<file path="src/cfpg_pkg.sv">
`default_nettype none

package cfpg_pkg;

  localparam int unsigned XW = 5;
  localparam int unsigned YW = 4;
  localparam int unsigned HW = 5;
  localparam int unsigned MW = 6;
  localparam int unsigned PW = 8;

  typedef logic [XW-1:0] px_x_t;
  typedef logic [YW-1:0] px_y_t;
  typedef logic [HW-1:0] hours_t;
  typedef logic [MW-1:0] minutes_t;
  typedef logic [PW-1:0] pix_t;
  typedef logic [3:0]    digit_t;
  typedef logic [3:0]    glyph_row_t;

  typedef struct packed {
    px_x_t    pixel_x;
    px_y_t    pixel_y;
    hours_t   hours;
    minutes_t minutes;
    logic     colon_on;
    logic     wifi_up;
    logic     bt_up;
    logic     zigbee_up;
  } in_item_t;

  localparam pix_t LIT_FULL = 8'hFF;
  localparam pix_t LIT_DOT  = 8'h80;
  localparam pix_t LIT_OFF  = 8'h00;

  localparam px_y_t GLYPH_TOP    = 4'd3;
  localparam px_y_t GLYPH_BOTTOM = 4'd12;
  localparam px_x_t COLON_X      = 5'd11;
  localparam px_y_t STATUS_Y     = 4'd15;
  localparam px_x_t WIFI_X       = 5'd1;
  localparam px_x_t BT_X         = 5'd5;
  localparam px_x_t ZIGBEE_X     = 5'd9;

  localparam px_x_t DIGIT_LEFT [4] = '{5'd1, 5'd6, 5'd14, 5'd19};

  // glyph rows, msb is the leftmost column
  localparam glyph_row_t GLYPH_ROM [10][10] = '{
    '{4'hE, 4'h9, 4'h9, 4'h9, 4'h9, 4'h9, 4'h9, 4'h9, 4'h9, 4'hE},
    '{4'h2, 4'h6, 4'hA, 4'h2, 4'h2, 4'h2, 4'h2, 4'h2, 4'h2, 4'h7},
    '{4'hE, 4'h9, 4'h1, 4'h1, 4'h2, 4'h4, 4'h8, 4'h8, 4'h9, 4'hF},
    '{4'hE, 4'h9, 4'h1, 4'h1, 4'h6, 4'h1, 4'h1, 4'h1, 4'h9, 4'hE},
    '{4'h9, 4'h9, 4'h9, 4'h9, 4'hF, 4'h1, 4'h1, 4'h1, 4'h1, 4'h1},
    '{4'hF, 4'h8, 4'h8, 4'h8, 4'hE, 4'h1, 4'h1, 4'h1, 4'h9, 4'hE},
    '{4'h6, 4'h8, 4'h8, 4'h8, 4'hE, 4'h9, 4'h9, 4'h9, 4'h9, 4'hE},
    '{4'hF, 4'h1, 4'h1, 4'h2, 4'h2, 4'h4, 4'h4, 4'h8, 4'h8, 4'h8},
    '{4'hE, 4'h9, 4'h9, 4'h9, 4'h6, 4'h9, 4'h9, 4'h9, 4'h9, 4'hE},
    '{4'hE, 4'h9, 4'h9, 4'h9, 4'h7, 4'h1, 4'h1, 4'h1, 4'h1, 4'h6}
  };

endpackage

`default_nettype wire

</file>
<file path="src/cfpg_if.sv">
`default_nettype none

interface cfpg_in_if
  import cfpg_pkg::*;
();
  logic     valid;
  logic     ready;
  px_x_t    pixel_x;
  px_y_t    pixel_y;
  hours_t   hours;
  minutes_t minutes;
  logic     colon_on;
  logic     wifi_up;
  logic     bt_up;
  logic     zigbee_up;

  modport source (
    output valid, pixel_x, pixel_y, hours, minutes, colon_on, wifi_up, bt_up, zigbee_up,
    input  ready
  );
  modport sink (
    input  valid, pixel_x, pixel_y, hours, minutes, colon_on, wifi_up, bt_up, zigbee_up,
    output ready
  );
endinterface

interface cfpg_out_if
  import cfpg_pkg::*;
();
  logic valid;
  logic ready;
  pix_t pixel_value;

  modport source (output valid, pixel_value, input ready);
  modport sink (input valid, pixel_value, output ready);
endinterface

`default_nettype wire

</file>
<file path="src/cfpg_render.sv">
`default_nettype none

module cfpg_render
  import cfpg_pkg::*;
(
  input  wire in_item_t item,
  output pix_t          pixel_value
);

  logic [HW+4:0]  h_prod;
  logic [MW+7:0]  m_prod;
  digit_t         digits [4];
  px_y_t          row;
  logic           in_rows;
  logic           digit_lit;
  logic           colon_lit;
  logic           dot_lit;
  px_x_t          col;
  glyph_row_t     grow;

  // divide by ten through reciprocal multiply, exact over the field ranges
  always_comb begin
    h_prod    = {5'd0, item.hours} * 10'd13;
    m_prod    = {8'd0, item.minutes} * 14'd205;
    digits[0] = 4'(h_prod >> 7);
    digits[1] = 4'(item.hours - 5'(digits[0] * 4'd10));
    digits[2] = 4'(m_prod >> 11);
    digits[3] = 4'(item.minutes - 6'(digits[2] * 4'd10));
  end

  always_comb begin
    in_rows   = (item.pixel_y >= GLYPH_TOP) && (item.pixel_y <= GLYPH_BOTTOM);
    row       = item.pixel_y - GLYPH_TOP;
    digit_lit = 1'b0;
    for (int i = 0; i < 4; i++) begin
      col  = item.pixel_x - DIGIT_LEFT[i];
      grow = GLYPH_ROM[digits[i]][row];
      if (in_rows && (item.pixel_x >= DIGIT_LEFT[i]) && (col < 5'd4) &&
          grow[2'd3 - col[1:0]]) begin
        digit_lit = 1'b1;
      end
    end
  end

  always_comb begin
    colon_lit = item.colon_on && (item.pixel_x == COLON_X) &&
                ((item.pixel_y == 4'd6) || (item.pixel_y == 4'd7) ||
                 (item.pixel_y == 4'd9) || (item.pixel_y == 4'd10));
    dot_lit   = (item.pixel_y == STATUS_Y) &&
                (((item.pixel_x == WIFI_X) && item.wifi_up) ||
                 ((item.pixel_x == BT_X) && item.bt_up) ||
                 ((item.pixel_x == ZIGBEE_X) && item.zigbee_up));
  end

  always_comb begin
    if (dot_lit) begin
      pixel_value = LIT_DOT;
    end else if (digit_lit || colon_lit) begin
      pixel_value = LIT_FULL;
    end else begin
      pixel_value = LIT_OFF;
    end
  end

endmodule

`default_nettype wire

</file>
<file path="src/clock_face_pixel_generator_core.sv">
// Clock face pixel generator for a 25 x 16 LED panel.
// in_chan: one pixel request per transfer (pixel_x, pixel_y, hours, minutes,
//   colon_on and the three link-status flags). out_chan: one pixel_value per
//   request, in request order.
// Pipeline: a request register feeds the glyph and region decode, which
//   feeds the result register. Throughput: one pixel per cycle while the
//   receiver is ready.
// Digits are drawn at columns 1, 6, 14 and 19 on rows 3 to 12 at 255, the
//   colon at column 11 at 255 when colon_on is set, status dots on row 15 at
//   128. Everything else reads 0.
// Reset empties both pipeline registers; in_chan.ready is high once reset
//   has taken effect and stays high after release until a stall fills both.
// When out_chan.ready is low the result register holds its pixel; the
//   request register still takes one more request, after which in_chan.ready
//   falls until the receiver takes the waiting result.
`default_nettype none

module clock_face_pixel_generator_core
  import cfpg_pkg::*;
(
  input  wire           clk,
  input  wire           rst_n,
  cfpg_in_if.sink       in_chan,
  cfpg_out_if.source    out_chan
);

  logic     s1_valid_r;
  in_item_t s1_item_r;
  logic     out_valid_r;
  pix_t     out_pix_r;
  pix_t     pix_nxt;
  logic     s2_ready;
  logic     s1_ready;

  assign s2_ready      = !out_valid_r || out_chan.ready;
  assign s1_ready      = !s1_valid_r || s2_ready;
  assign in_chan.ready = s1_ready;

  always_ff @(posedge clk) begin
    if (!rst_n) begin
      s1_valid_r <= 1'b0;
    end else if (s1_ready) begin
      s1_valid_r <= in_chan.valid;
    end
  end

  always_ff @(posedge clk) begin
    if (s1_ready && in_chan.valid) begin
      s1_item_r <= '{pixel_x:   in_chan.pixel_x,
                     pixel_y:   in_chan.pixel_y,
                     hours:     in_chan.hours,
                     minutes:   in_chan.minutes,
                     colon_on:  in_chan.colon_on,
                     wifi_up:   in_chan.wifi_up,
                     bt_up:     in_chan.bt_up,
                     zigbee_up: in_chan.zigbee_up};
    end
  end

  cfpg_render u_render (
    .item        (s1_item_r),
    .pixel_value (pix_nxt)
  );

  always_ff @(posedge clk) begin
    if (!rst_n) begin
      out_valid_r <= 1'b0;
    end else if (s2_ready) begin
      out_valid_r <= s1_valid_r;
    end
  end

  always_ff @(posedge clk) begin
    if (s2_ready && s1_valid_r) begin
      out_pix_r <= pix_nxt;
    end
  end

  assign out_chan.valid       = out_valid_r;
  assign out_chan.pixel_value = out_pix_r;

endmodule

`default_nettype wire

</file>
<file path="src/flat_wrapper.sv">
// flat-port wrapper written by rule: the top's interface ports become plain ports
module clock_face_pixel_generator_core_flat import cfpg_pkg::*;
  (clk, rst_n, in_chan_valid, in_chan_pixel_x, in_chan_pixel_y, in_chan_hours, in_chan_minutes, in_chan_colon_on, in_chan_wifi_up, in_chan_bt_up, in_chan_zigbee_up, in_chan_ready, out_chan_valid, out_chan_pixel_value, out_chan_ready);
  cfpg_in_if in_chan_i ();
  cfpg_out_if out_chan_i ();
  input  wire clk;
  input  wire rst_n;
  input wire logic [$bits(in_chan_i.valid)-1:0] in_chan_valid;
  input wire logic [$bits(in_chan_i.pixel_x)-1:0] in_chan_pixel_x;
  input wire logic [$bits(in_chan_i.pixel_y)-1:0] in_chan_pixel_y;
  input wire logic [$bits(in_chan_i.hours)-1:0] in_chan_hours;
  input wire logic [$bits(in_chan_i.minutes)-1:0] in_chan_minutes;
  input wire logic [$bits(in_chan_i.colon_on)-1:0] in_chan_colon_on;
  input wire logic [$bits(in_chan_i.wifi_up)-1:0] in_chan_wifi_up;
  input wire logic [$bits(in_chan_i.bt_up)-1:0] in_chan_bt_up;
  input wire logic [$bits(in_chan_i.zigbee_up)-1:0] in_chan_zigbee_up;
  output wire logic [$bits(in_chan_i.ready)-1:0] in_chan_ready;
  output wire logic [$bits(out_chan_i.valid)-1:0] out_chan_valid;
  output wire logic [$bits(out_chan_i.pixel_value)-1:0] out_chan_pixel_value;
  input wire logic [$bits(out_chan_i.ready)-1:0] out_chan_ready;
  assign in_chan_i.valid = in_chan_valid;
  assign in_chan_i.pixel_x = in_chan_pixel_x;
  assign in_chan_i.pixel_y = in_chan_pixel_y;
  assign in_chan_i.hours = in_chan_hours;
  assign in_chan_i.minutes = in_chan_minutes;
  assign in_chan_i.colon_on = in_chan_colon_on;
  assign in_chan_i.wifi_up = in_chan_wifi_up;
  assign in_chan_i.bt_up = in_chan_bt_up;
  assign in_chan_i.zigbee_up = in_chan_zigbee_up;
  assign in_chan_ready = in_chan_i.ready;
  assign out_chan_valid = out_chan_i.valid;
  assign out_chan_pixel_value = out_chan_i.pixel_value;
  assign out_chan_i.ready = out_chan_ready;
  clock_face_pixel_generator_core u_core (.clk(clk), .rst_n(rst_n), .in_chan(in_chan_i), .out_chan(out_chan_i));
endmodule
</file>
<file path="config.mk">
export PLATFORM = sky130hd
export DESIGN_NAME = clock_face_pixel_generator_core_flat
export DESIGN_NICKNAME = d
export VERILOG_FILES = /design/src/cfpg_pkg.sv /design/src/cfpg_if.sv /design/src/cfpg_render.sv /design/src/clock_face_pixel_generator_core.sv /design/src/flat_wrapper.sv
export SDC_FILE = /design/constraint.sdc
export NUM_CORES = 1
export LEC_CHECK = 0
export BUFFER_PORTS_ARGS = -buffer_cell sky130_fd_sc_hd__buf_2
export CAP_MARGIN = 15
export CORE_UTILIZATION = 63
export DETAILED_ROUTE_END_ITERATION = 6
export GPL_ROUTABILITY_DRIVEN = 0
export PLACE_DENSITY = 0.92
export SLEW_MARGIN = 20
export SYNTH_ARGS = -nofsm -noshare
export SYNTH_HDL_FRONTEND = slang
export SYNTH_SLANG_ARGS = --single-unit
</file>
<file path="constraint.sdc">
create_clock -name clk -period 6.19 [get_ports clk]
set_input_delay 1.857 -clock clk [delete_from_list [all_inputs] [get_ports clk]]
set_output_delay 1.857 -clock clk [all_outputs]
set_load 0.005 [all_outputs]
</file>
-- After elaboration in Yosys (flattened, before gate mapping)
Memories as Yosys holds them, arrays and structs flattened.
Cells that the tools add are included.
- add/sub/neg operators: 11
- multipliers: 4
- $lt $le $gt $ge: 19
- eq/ne operators: 9
- mux-type cells: 33
- bitwise operators: 5
- reductions and logical operators: 31
- operators with widths (kind ; number):
    40-bit 2-to-1 mux ; 8
    4-bit binary-select mux with 4-bit select ; 4
    4-bit 2-to-1 mux ; 8
    5-bit greater-or-equal comparator, second input constant ; 6
    1-bit logical AND ; 21
    5-bit by 3-bit < comparator with 1-bit output, second input constant ; 4
    4-bit NOT with 5-bit output ; 3
    6-bit by 8-bit multiplier with 14-bit output, second input constant ; 1
    4-bit == test, second input constant ; 3
    2-bit by 3-bit < comparator with 1-bit output, second input constant ; 4
    5-bit by 4-bit == test with 1-bit output, second input constant ; 2
    5-bit by 4-bit multiplier with 9-bit output, second input constant ; 1
    1-bit binary-select mux with 2-bit select ; 4
    4-bit by 3-bit == test with 1-bit output, second input constant ; 2
    1-bit logical OR ; 8
    1-bit 2-to-1 mux ; 8
    8-bit 2-to-1 mux ; 1
    2-bit subtractor, first input constant ; 4
    4-bit subtractor ; 2
    5-bit by 1-bit == test with 1-bit output, second input constant ; 1
    5-bit by 3-bit == test with 1-bit output, second input constant ; 1
    5-bit by 1-bit greater-or-equal comparator with 1-bit output, second input constant ; 1
    5-bit by 3-bit greater-or-equal comparator with 1-bit output, second input constant ; 1
    5-bit by 4-bit greater-or-equal comparator with 1-bit output, second input constant ; 1
    other kinds (12) ; 13
- flip-flop bits (word level): 34
- memory bits (read-only): 2560
- input bits: 28
- output and inout bits: 10
- word-level logic and storage cells: 127
- memories: 4
- memory list (memory ; depth ; width ; rd ports ; clocked after memory_dff ; wr ports ; line ; RTL):
    (no name shown) ; 16 ; 40 ; 1 ; 0 ; 0 ; cfpg_render.sv:37 ; grow = GLYPH_ROM[digits[i]][row];
    (no name shown) ; 16 ; 40 ; 1 ; 0 ; 0 ; cfpg_render.sv:37 ;
    (no name shown) ; 16 ; 40 ; 1 ; 0 ; 0 ; cfpg_render.sv:37 ;
    (no name shown) ; 16 ; 40 ; 1 ; 0 ; 0 ; cfpg_render.sv:37 ;

-- Longest topological paths before layout
Gate-level depths: netlist of run 1.
- depth in word-level cells: 18
- depth in mapped cells: 25
- depth with buffers taken out: 24

-- Modules after synthesis
A second synthesis of run 1 with hierarchy kept.
- cell total of the unflattened synthesis: 576
- area, all modules: 5026.1 sq um
- modules (own cells, without submodules) (module ; times used ; cells an instance ; area each (sq um) ; seq. area each (sq um)):
    cfpg_render ; 1 ; 535 ; 3961.3 ; 0.0
    clock_face_pixel_generator_core ; 1 ; 41 ; 1064.8 ; 1001.0

-- Worst setup path after synthesis of run 1
Ideal clock, no wire load.
- path kind: register to register
- start: register u_core.s1_item_r[4] (netlist name)
- end: register u_core.out_pix_r[7] (netlist: u_core.out_chan.pixel_value[7]) (data pin)
- setup time: 0.254 ns
- arrival time: 5.143 ns
- data required time: 5.936 ns
- setup slack: 0.793 ns
- stages on the path, launching flop included: 22
- path buffers: 2
- period minus slack after synthesis: 5.397 ns
- path through: edfxtp_1 ha_1 fa_1 fa_1 ha_1 and4_1 or3_1 o21ai_1 nor3_1 nor2_1 clkinv_1 nor2_1 nor3_1 ha_1 buf_1 clkbuf_1 a21oi_1 a311oi_1 o211ai_1 o31ai_1 a31oi_1 a21bo_1
- longest elaborated chain between the ends: 16
- elaborated cells on any way between the ends: 27
- classes of those cells: add/sub (1); mul (2); mux (17); bitwise (2); reduce/logical (3); memory (2)
- ends and longest elaborated chain (element ; line ; RTL):
    start, declared ; clock_face_pixel_generator_core.sv:28 ; in_item_t s1_item_r;
    start signal, assigned ; clock_face_pixel_generator_core.sv:49 ; s1_item_r <= '{pixel_x: in_chan.pixel_x,
    6-bit by 8-bit multiplier with 14-bit output ; cfpg_render.sv:24 ; m_prod = {8'd0, item.minutes} * 14'd205;
    3-bit by 3-bit multiplier with 3-bit output ; cfpg_render.sv:28 ; digits[3] = 4'(item.minutes - 6'(digits[2] * 4'd10));
    4-bit subtractor ; cfpg_render.sv:28 ;
    4-bit NOT with 5-bit output (not written as such) ; cfpg_render.sv:37 ;
    memory 16 x 40 bit ; -- ;
    40-bit 2-to-1 mux (not written as such) (2 in a row) ; cfpg_render.sv:37 ;
    4-bit binary-select mux with 4-bit select ; cfpg_render.sv:37 ;
    4-bit 2-to-1 mux (not written as such) (2 in a row) ; cfpg_render.sv:37 ;
    1-bit binary-select mux with 2-bit select ; cfpg_render.sv:39 ; grow[2'd3 - col[1:0]]) begin
    1-bit 2-to-1 mux (not written as such) ; cfpg_render.sv:39 ;
    1-bit logical AND ; cfpg_render.sv:38 ; if (in_rows && (item.pixel_x >= DIGIT_LEFT[i]) && (col < 5'd4) &&
    1-bit 2-to-1 mux (*) ; cfpg_render.sv:38 ;
    1-bit logical OR (*) ; cfpg_render.sv:58 ; end else if (digit_lit || colon_lit) begin
    8-bit 2-to-1 mux (*) ; cfpg_render.sv:58 ;
    end signal, assigned ; clock_face_pixel_generator_core.sv:75 ; out_pix_r <= pix_nxt;
    end, declared ; clock_face_pixel_generator_core.sv:30 ; pix_t out_pix_r;
Mark *: on every way between the ends. The rest lies on a longest branch, timed or not. The select of a mux whose other input is x is not followed.
A chain may end at the register's enable or synchronous reset.

-- Worst setup path after layout of run 1
- start: register u_core.s1_item_r[10] (netlist name)
- end: register u_core.out_pix_r[7] (netlist: u_core.out_chan.pixel_value[7]) (data pin)
- longest elaborated chain between the ends: 18
- elaborated cells on any way between the ends: 29
- classes of those cells: add/sub (1); mul (2); mux (19); bitwise (2); reduce/logical (3); memory (2)
- ends and longest elaborated chain (element ; line ; RTL):
    5-bit by 4-bit multiplier with 9-bit output ; cfpg_render.sv:23 ; h_prod = {5'd0, item.hours} * 10'd13;
    2-bit by 3-bit multiplier with 3-bit output ; cfpg_render.sv:26 ; digits[1] = 4'(item.hours - 5'(digits[0] * 4'd10));
    4-bit subtractor ; cfpg_render.sv:26 ;
    4-bit NOT with 5-bit output (not written as such) ; cfpg_render.sv:37 ;
    memory 16 x 40 bit ; -- ;
    40-bit 2-to-1 mux (not written as such) (2 in a row) ; cfpg_render.sv:37 ;
    4-bit binary-select mux with 4-bit select ; cfpg_render.sv:37 ;
    4-bit 2-to-1 mux (not written as such) (2 in a row) ; cfpg_render.sv:37 ;
    1-bit binary-select mux with 2-bit select ; cfpg_render.sv:39 ;
    1-bit 2-to-1 mux (not written as such) ; cfpg_render.sv:39 ;
    1-bit logical AND ; cfpg_render.sv:38 ;
    1-bit 2-to-1 mux (*) (3 in a row) ; cfpg_render.sv:38 ;
    1-bit logical OR (*) ; cfpg_render.sv:58 ;
    8-bit 2-to-1 mux (*) ; cfpg_render.sv:58 ;
Marks and branches as above.

==> results_dict.tcl, run 1 <==
set metrics [dict create \
    grt_max_degree 48 \
    start_util_pct 65.3 \
    grt-ovfl-total 0 \
    antenna_found_initial 0 \
    power_uw 1170 \
    setup_violations 0 \
    synth_area_leaders "ha_1 (17%), edfxtp_1 (16%), nand2_1 (3.6%)" \
    hold_path_depth 1 \
    power_density_nw_per_um2 235 \
    yosysUniqueCellTypes 90 \
    status "finished with violations" \
    die_w_um 89.0 \
    grt_usage_pct 34.4 \
    rsz0062_at_grt "no" \
    holdWs_ns 0.603 \
    drcViolationCount 12 \
    reg2reg_depth 19 \
    vias 4877 \
    crit_fanout 13 \
    syn_area_um2 4760 \
    period_minus_slack_ns 5.92 \
    worst-setup-path-type "reg2reg" \
    avgViaCountPerCell 7.24 \
    leakagePower_uw 0.00205 \
    cts_sinks 28 \
    rows 31 \
    clkLatencyLatePin_ns 0.28 \
    ys_seq_area_share_pct 17.2 \
    slowest_delay_ns 0.66 \
    htreeDepth 1 \
    synth.largest_area_cell "ha_1" \
    detail_route.iter0.violations 678 \
    cp-start-kind "flop" \
    synth_seq_cells 28 \
    cts_buffer_depth 2 \
    cts_setup_buffers 0 \
    cts_made_buffers 3 \
    setup_slack_ns 0.271 \
    min-delay-path-class "reg2reg" \
    hold_viol 0 \
    place.port_buffers 37 \
    postRouteAntennaNets 0 \
    fin_setup_tns_ns 0 \
    wire_per_inst_um 19.6 \
    grt_pass1_wl_um 21200 \
    drv_cap 0 \
    worstSetupEndpointType "flop" \
    synth_flop_cell "edfxtp_1" \
    wl_um 13200 \
    ios 38 \
    drive_above_1_share_pct 14.4 \
    max-vdd-ir-drop_v 0.000283 \
    cp.arrival_ns 5.96 \
    clk_pin_slew_ns 0.09 \
    layout.nets 679 \
    hpwl_um 9170 \
    pre_cts_ws_ns 0.374 \
    die_h_um 89.0 \
    areaGrowthSynthToFinish_pct 4.18 \
    cp_slowest_cell "fa_1" \
    yosys_warnings 0 \
    die-area_um2 7910 \
    synth_top_area_share_pct 17.3 \
    fin_skew_ns 0.0145 \
    critPathRequiredTime_ns 6.24 \
    slew_headroom_pct 29.8 \
    final-max-slew-violation-count 0 \
    root_buffer "clkbuf_8" \
    synth_edf_count 26 \
    worst_pin_slew_ns 1.05 \
    violations "DRC" \
    cp_cell_sequence "ha_1 > fa_1 > ha_1 > nand4_1 > o2bb2ai_2 > o21bai_1 > xor2_1 > fa_1 > inv_1 > mux2i_1 > o211ai_1 > a31oi_1 > o21a_1 > o32ai_1 > o311ai_1 > a31oi_1 > o41ai_1 > a21oi_1 > a21bo_1" \
    diodes 0 \
    fin_crit_sh_pct 95.6 \
    grt_pass1_vias 4403 \
    syn_avg_cell_area_um2 8.28 \
    max_freq_mhz 169 \
    synth_cells 575 \
    ys_async_sr_fraction_pct 0 \
    firstDrtPassIters 7 \
    coreArea_um2 7290 \
    synth_nets 677 \
    cts_tree "built" \
]
==> logic make-up after synthesis <==
group           synth area share (%)
buf+inv                         7.43
fa+ha+maj                       20.7
flops                           17.2
compound gates                  27.0
xor+xnor                        4.94
mux                             3.55
simple gates                    19.1
==> final timing paths <==
| path | startpoint | endpoint | slack (ns) |
|---|---|---|---|
| setup reg to reg | u_core.s1_item_r[10]$_DFFE_PP_ | u_core.out_chan.pixel_value[7]$_SDFFCE_PP1P_ | 0.27 |
| setup / recovery | u_core.s1_item_r[10]$_DFFE_PP_ | u_core.out_chan.pixel_value[7]$_SDFFCE_PP1P_ | 0.27 |
| hold / removal | u_core.s1_valid_r$_SDFFE_PN0N_ | u_core.out_chan.valid$_SDFFE_PN0P_ | 0.60 |
| hold reg to reg | u_core.s1_valid_r$_SDFFE_PN0N_ | u_core.out_chan.valid$_SDFFE_PN0P_ | 0.60 |
==> placed cells by master, fill, tap and decap left out, types with 5 or more instances in the layout <==
| cell type | instances |
|---|---|
| xor2_1 | 6 |
| a21oi_1 | 32 |
| nor4_1 | 6 |
| o21ai_0 | 27 |
| buf_2 | 37 |
| o211ai_1 | 12 |
| and3_1 | 6 |
| nor2_1 | 35 |
| a311oi_1 | 6 |
| inv_1 | 32 |
| fa_1 | 8 |
| a211oi_1 | 5 |
| mux2i_1 | 9 |
| a21o_1 | 5 |
| a31oi_1 | 17 |
| o31ai_1 | 6 |
| nor2b_1 | 7 |
| edfxtp_1 | 26 |
| nor3_1 | 19 |
| o21a_1 | 6 |
| nand3_1 | 17 |
| xnor2_1 | 8 |
| nand2_1 | 46 |
| o2111ai_1 | 7 |
| buf_4 | 7 |
| nand4_1 | 8 |
| o21ai_1 | 5 |
| ha_1 | 65 |
==> report_power, final <==
part / switching [uW] / total, uW / internal [uW]
registers: 19.0 / 240 / 221
logic: 522 / 833 / 311
clock network: 52.2 / 95.9 / 43.7
total: 593 / 1170 / 575
==> repair_timing <==
item,CTS,global route
endpoints found under the setup margin,0,2
resized for setup,0,3
hold buffers,0,0
==> layer usage <==
| layer | part of all wire, % | routed length [um] | vias to the layer above | global-route usage [%] |
|---|---|---|---|---|
| met5 | 0 | 0 | - | 0 |
| met4 | 5.0 | 657 | 0 | 15.7 |
| met3 | 10 | 1360 | 97 | 4.99 |
| met2 | 46 | 6100 | 417 | 56.8 |
| met1 | 39 | 5120 | 2195 | 44.8 |
| li1 | - | - | 2168 | - |
==> Yosys cell counts, types with 5 or more instances <==
master / n
ha_1: 66
nand2_1: 46
nor2_1: 35
clkbuf_1: 33
a21oi_1: 32
inv_1: 32
o21ai_0: 27
edfxtp_1: 26
nor3_1: 19
a31oi_1: 17
nand3_1: 17
o211ai_1: 12
mux2i_1: 9
buf_4: 8
fa_1: 8
nand4_1: 8
nor2b_1: 8
xnor2_1: 8
nor4_1: 7
o2111ai_1: 7
xor2_1: 7
a311oi_1: 6
and3_1: 6
o21a_1: 6
o31ai_1: 6
a211oi_1: 5
a21o_1: 5
o21ai_1: 5
==> critical path: cells and delay by family (launching register included) <==
kind | cells | cell delay (ns)
AO/OA/AOI/OAI | 11 | 2.29
adder cells (fa/ha/maj) | 4 | 1.69
flip-flops | 1 | 0.61
XOR/XNOR | 1 | 0.43
buffers and inverters | 1 | 0.36
AND/OR/NAND/NOR | 1 | 0.14
multiplexers | 1 | 0.14
==> state kept, by name, summed over array words and instances, names as in the netlist <==
| signal | cells |
|---|---|
| u_core.s1_valid_r | 1 |
| u_core.out_chan.valid | 1 |
| u_core.out_chan.pixel_value | 2 |
| u_core.s1_item_r | 24 |
==> metrics by stage <==
stage | std cells | cell area, um^2 | utilization, %
2_1_floorplan | 575 | 4760 | -
3_3_place_gp | 671 | 4900 | 67.2
3_5_place_dp | 671 | 4900 | 67.2
4_1_cts | 674 | 4940 | 67.8
5_1_grt | 674 | 4960 | 68.1
6_report | 674 | 4960 | 68.1
==> final cells by class <==
type	instances	area, um^2
clock buffer	3	41.3
fill	546	2330
inverter	35	131
multi-input combinational	465	3610
sequential	28	821
tap	99	124
timing repair buffer	44	238
Power figures use the tool's default switching activity.
==> inputs of run 2 (changes only) <==
CORE_ASPECT_RATIO = 0.8   (was not set)
==> results_dict.tcl, run 2 (same netlist as run 1, synthesis figures left out) <==
set metrics [dict create \
    status "finished with violations" \
    violations "DRC" \
    cts_tree "built" \
    areaGrowthSynthToFinish_pct 4.68 \
    die-area_um2 7910 \
    rows 27 \
    worst-setup-path-type "reg2reg" \
    grt-ovfl-total 0 \
    p_seq_share_pct 19.4 \
    cp-start-kind "flop" \
    cts_made_buffers 3 \
    switching_power_uw 601 \
    final_common_cell "ha_1" \
    max-vdd-ir-drop_v 0.000133 \
    die_h_um 79.8 \
    largest_register_ffs 24 \
    p_int_uw 619 \
    setup_violations 0 \
    diodes 0 \
    root_buffer "clkbuf_8" \
    antenna_found_initial 0 \
    die_w_um 99.2 \
    postRouteAntennaNets 0 \
    wl_um 12700 \
    drcViolationCount 49 \
    grt_pass1_wl_um 20800 \
    worstSetupEndpointType "flop" \
    grt_pass1_vias 4402 \
    crit_fanout 13 \
    vias 4754 \
    setup_slack_ns 0.396 \
    fin_crit_sh_pct 93.6 \
    cts_sinks 28 \
    layout_common_cells "ha_1 (65), nand2_1 (46), buf_2 (37)" \
    r2r_setup_slack_ns 0.40 \
    regMostFlops "u_core.s1_item_r" \
    slew_headroom_pct 29.3 \
    rsz0062_at_grt "no" \
    combPwrFrac_pct 68.6 \
    pre_cts_ws_ns 0.292 \
    coreArea_um2 7090 \
    detail_route.iter0.violations 762 \
    hpwl_um 9280 \
    ios 38 \
    start_util_pct 67.1 \
    fin_skew_ns 0.00299 \
    max_freq_mhz 173 \
    fin_setup_tns_ns 0 \
    power_density_nw_per_um2 245 \
    htreeDepth 1 \
    grt_usage_pct 32.7 \
    layout.nets 681 \
    avgViaCountPerCell 7.15 \
    critPathRequiredTime_ns 6.24 \
    min-delay-path-class "reg2reg" \
    place.port_buffers 37 \
    drv_cap 0 \
    leakagePower_uw 0.00208 \
    cts_buffer_depth 2 \
    p_sw_share_pct 49.3 \
    cts_setup_buffers 0 \
    grt_max_degree 48 \
    wire_per_inst_um 19.1 \
    cp.arrival_ns 5.84 \
    drive_above_1_share_pct 14.7 \
    period_minus_slack_ns 5.79 \
    clkLatencyLatePin_ns 0.28 \
    worst_pin_slew_ns 1.06 \
    clkPwrFrac_pct 12.0 \
    clk_pin_slew_ns 0.10 \
    final-max-slew-violation-count 0 \
    hold_viol 0 \
    firstDrtPassIters 7 \
]
[run 2: power groups by stage]
stage / sequential, uW / clock (uW) / combinational [uW]
final: 237 / 147 / 837
after global routing: 239 / 156 / 909
after CTS: 237 / 149 / 803
after detailed placement: 241 / 0 / 796
after global placement: 240 / 0 / 759
after floorplan: 233 / 0 / 651
[run 2: metrics by stage]
| step | cells | power, uW | hold WS (ns) | utilization, % | cell area, um^2 |
|---|---|---|---|---|---|
| finish | 665 | 1220 | 0.531 | 70.3 | 4990 |
| CTS | 665 | 1190 | 0.530 | 70.1 | 4970 |
| detailed placement | 661 | 1040 | 0.507 | 69.1 | 4900 |
| floorplan | 575 | 884 | 0.477 | - | 4760 |
| global route | 665 | 1300 | 0.565 | 70.3 | 4990 |
| global placement | 661 | 999 | 0.491 | 69.1 | 4900 |
[run 2: per-layer routing]
layer  vias up  share of wire [%]  track usage (%)
li1       2176                  -                -
met1      2141                 40             43.9
met2       393                 45             52.6
met3        44                 13             7.44
met4         0                1.8             9.85
met5         -                  0                0
[run 2: area by class of cell]
cell class | instances | area [um^2]
clock buffers | 3 | 41.3
clock inverters | 1 | 30.0
fillers | 544 | 2110
inverters | 35 | 131
multi-input cells | 465 | 3600
flip-flops and latches | 28 | 821
well taps | 87 | 109
repair buffers | 46 | 253
[run 2: what timing repair did]
| action | 4_1_cts | 5_1_grt |
|---|---|---|
| hold buffers | 0 | 0 |
| setup endpoints to repair | 0 | 2 |
| gates resized for setup | 0 | 3 |
[run 2: critical path, cell delays in order (launching register included)]
cell,delay [ns]
edfxtp_1,0.60
ha_1,0.30
fa_1,0.44
ha_1,0.29
nand4_1,0.12
o2bb2ai_2,0.21
o21bai_1,0.19
xor2_1,0.46
fa_1,0.66
inv_1,0.39
mux2i_1,0.15
o211ai_1,0.20
a31oi_1,0.12
o21a_1,0.23
o32ai_1,0.33
o311ai_1,0.18
a31oi_1,0.23
o41ai_2,0.14
a21oi_1,0.14
a21bo_1,0.20
[run 2: worst paths after layout]
check             depth (start not counted)                            from                                      endpoint
setup / recovery                         19  u_core.s1_item_r[10]$_DFFE_PP_  u_core.out_chan.pixel_value[7]$_SDFFCE_PP1P_
hold / removal                            1  u_core.s1_valid_r$_SDFFE_PN0N_            u_core.out_chan.valid$_SDFFE_PN0P_
hold reg to reg                           1  u_core.s1_valid_r$_SDFFE_PN0N_            u_core.out_chan.valid$_SDFFE_PN0P_
setup reg to reg                         19  u_core.s1_item_r[10]$_DFFE_PP_  u_core.out_chan.pixel_value[7]$_SDFFCE_PP1P_
==> inputs of run 3 (changes only) <==
CORE_UTILIZATION = 25   (was 63)
PLACE_DENSITY = 0.49   (was 0.92)
==> results_dict.tcl, run 3 (same netlist as run 1, synthesis figures left out) <==
set metrics [dict create \
    status "completed" \
    clkLatencyLatePin_ns 0.28 \
    worst-setup-path-type "reg2reg" \
    rows 44 \
    cp-start-kind "flop" \
    hold_buffers 0 \
    hold_viol 0 \
    p_int_uw 664 \
    vias 4560 \
    max_freq_mhz 174 \
    switching_power_uw 611 \
    ios 38 \
    clk_pin_slew_ns 0.08 \
    grt_usage_pct 14.1 \
    die_w_um 156 \
    drv_cap 0 \
    r2r-start "u_core.s1_item_r[7]$_DFFE_PP_" \
    cp_cell_sequence "ha_1 > fa_1 > fa_1 > ha_1 > a211oi_2 > nor2_2 > nor4_1 > nor3_1 > nor2_1 > clkinv_1 > nor2_1 > nor3_1 > ha_2 > nor3_2 > xnor2_2 > o311ai_0 > o21a_1 > o31ai_1 > a22o_1 > a21o_1" \
    antenna_found_initial 0 \
    grt_max_degree 48 \
    largest_register_ffs 24 \
    cts_sinks 28 \
    path_depth 20 \
    reg2reg_depth 20 \
    clkPwrFrac_pct 16.1 \
    drive_above_1_share_pct 15.1 \
    cts_tree "built" \
    combPwrFrac_pct 65.4 \
    htreeDepth 1 \
    grt_pass1_wl_um 22500 \
    firstDrtPassIters 5 \
    layout.nets 685 \
    areaGrowthSynthToFinish_pct 10.2 \
    slowest_delay_ns 0.54 \
    detail_route.iter0.violations 462 \
    worstSetupEndpointType "flop" \
    slew_headroom_pct 44.3 \
    die_h_um 125 \
    place.port_buffers 37 \
    power_density_nw_per_um2 243 \
    holdWs_ns 0.524 \
    drcViolationCount 0 \
    grt_pass1_vias 4411 \
    layout_common_cells "ha_1 (65), nand2_1 (46), buf_2 (37)" \
    final-max-slew-violation-count 0 \
    cts_buffer_depth 2 \
    die-area_um2 19600 \
    regMostFlops "u_core.s1_item_r" \
    fin_crit_sh_pct 92.7 \
    rsz0062_at_grt "no" \
    fin_skew_ns 0.00701 \
    hpwl_um 9890 \
    r2r_setup_slack_ns 0.45 \
    diodes 0 \
    cts_made_buffers 3 \
    min-delay-path-class "reg2reg" \
    p_seq_share_pct 18.5 \
    cpLargestDelayFamily "adder cells" \
    postRouteAntennaNets 0 \
    critPathRequiredTime_ns 6.23 \
    final_common_cell "ha_1" \
    fin_setup_tns_ns 0 \
    wl_um 13600 \
    cts_setup_buffers 0 \
    p_sw_share_pct 47.9 \
    max-vdd-ir-drop_v 0.000117 \
    startpoint "u_core.s1_item_r[7]$_DFFE_PP_" \
    layoutNonFillerInstCount 835 \
    setup_violations 0 \
    crit_end "u_core.out_chan.pixel_value[6]$_SDFFCE_PP0P_" \
    worstReg2RegEnd "u_core.out_chan.pixel_value[6]$_SDFFCE_PP0P_" \
    ctsResizeCount 0 \
    coreArea_um2 18400 \
    cp.arrival_ns 5.78 \
    start_util_pct 25.9 \
    avgViaCountPerCell 5.46 \
    crit_fanout 11 \
    leakagePower_uw 0.00211 \
    grt-ovfl-total 0 \
    cp_slowest_cell "edfxtp_1" \
    worst_pin_slew_ns 0.832 \
    wire_per_inst_um 16.3 \
    dp.cells 831 \
    path_buf_inv 1 \
    period_minus_slack_ns 5.74 \
    root_buffer "clkbuf_16" \
]
run 3: worst min-delay path by stage:
stage	end	start	cells past startpoint
after floorplan	u_core.out_chan.valid$_SDFFE_PN0P_	u_core.s1_valid_r$_SDFFE_PN0N_	1
after global placement	u_core.out_chan.valid$_SDFFE_PN0P_	u_core.s1_valid_r$_SDFFE_PN0N_	1
after detailed placement	u_core.out_chan.valid$_SDFFE_PN0P_	u_core.s1_valid_r$_SDFFE_PN0N_	1
after CTS	u_core.out_chan.valid$_SDFFE_PN0P_	u_core.s1_valid_r$_SDFFE_PN0N_	1
after global routing	u_core.out_chan.valid$_SDFFE_PN0P_	u_core.s1_valid_r$_SDFFE_PN0N_	1
final	u_core.out_chan.valid$_SDFFE_PN0P_	u_core.s1_valid_r$_SDFFE_PN0N_	1
run 3: power by group through the flow:
| stage | Clock (uW) | Combinational, uW | Sequential [uW] |
|---|---|---|---|
| after floorplan | 0 | 651 | 233 |
| after global placement | 0 | 802 | 240 |
| after detailed placement | 0 | 812 | 240 |
| after CTS | 212 | 818 | 236 |
| after global routing | 221 | 917 | 238 |
| final | 206 | 833 | 236 |
run 3: cell type report:
class | instances | area [um^2]
inverters | 35 | 131
clock buffers | 3 | 75.1
clock inverters | 1 | 30.0
flip-flops and latches | 28 | 821
well taps | 253 | 317
repair buffers | 50 | 283
multi-input cells | 465 | 3590
fillers | 2010 | 13100
run 3: metal layers:
metal / vias up / global-route usage [%] / wire, um
met5: - / 0 / 0
met4: 0 / 4.79 / 258
met3: 19 / 1.53 / 655
met2: 156 / 23.1 / 6220
met1: 2202 / 19.3 / 6480
li1: 2183 / - / -
run 3: per-stage QoR:
stage	area, um^2	util (%)	power, uW	worst slack, ns
detailed placement	5140	28.0	1050	0.331
global placement	5140	28.0	1040	0.558
global route	5250	28.6	1380	0.00298
CTS	5250	28.5	1270	0.281
floorplan	4760	-	884	0.793
finish	5250	28.6	1270	0.450
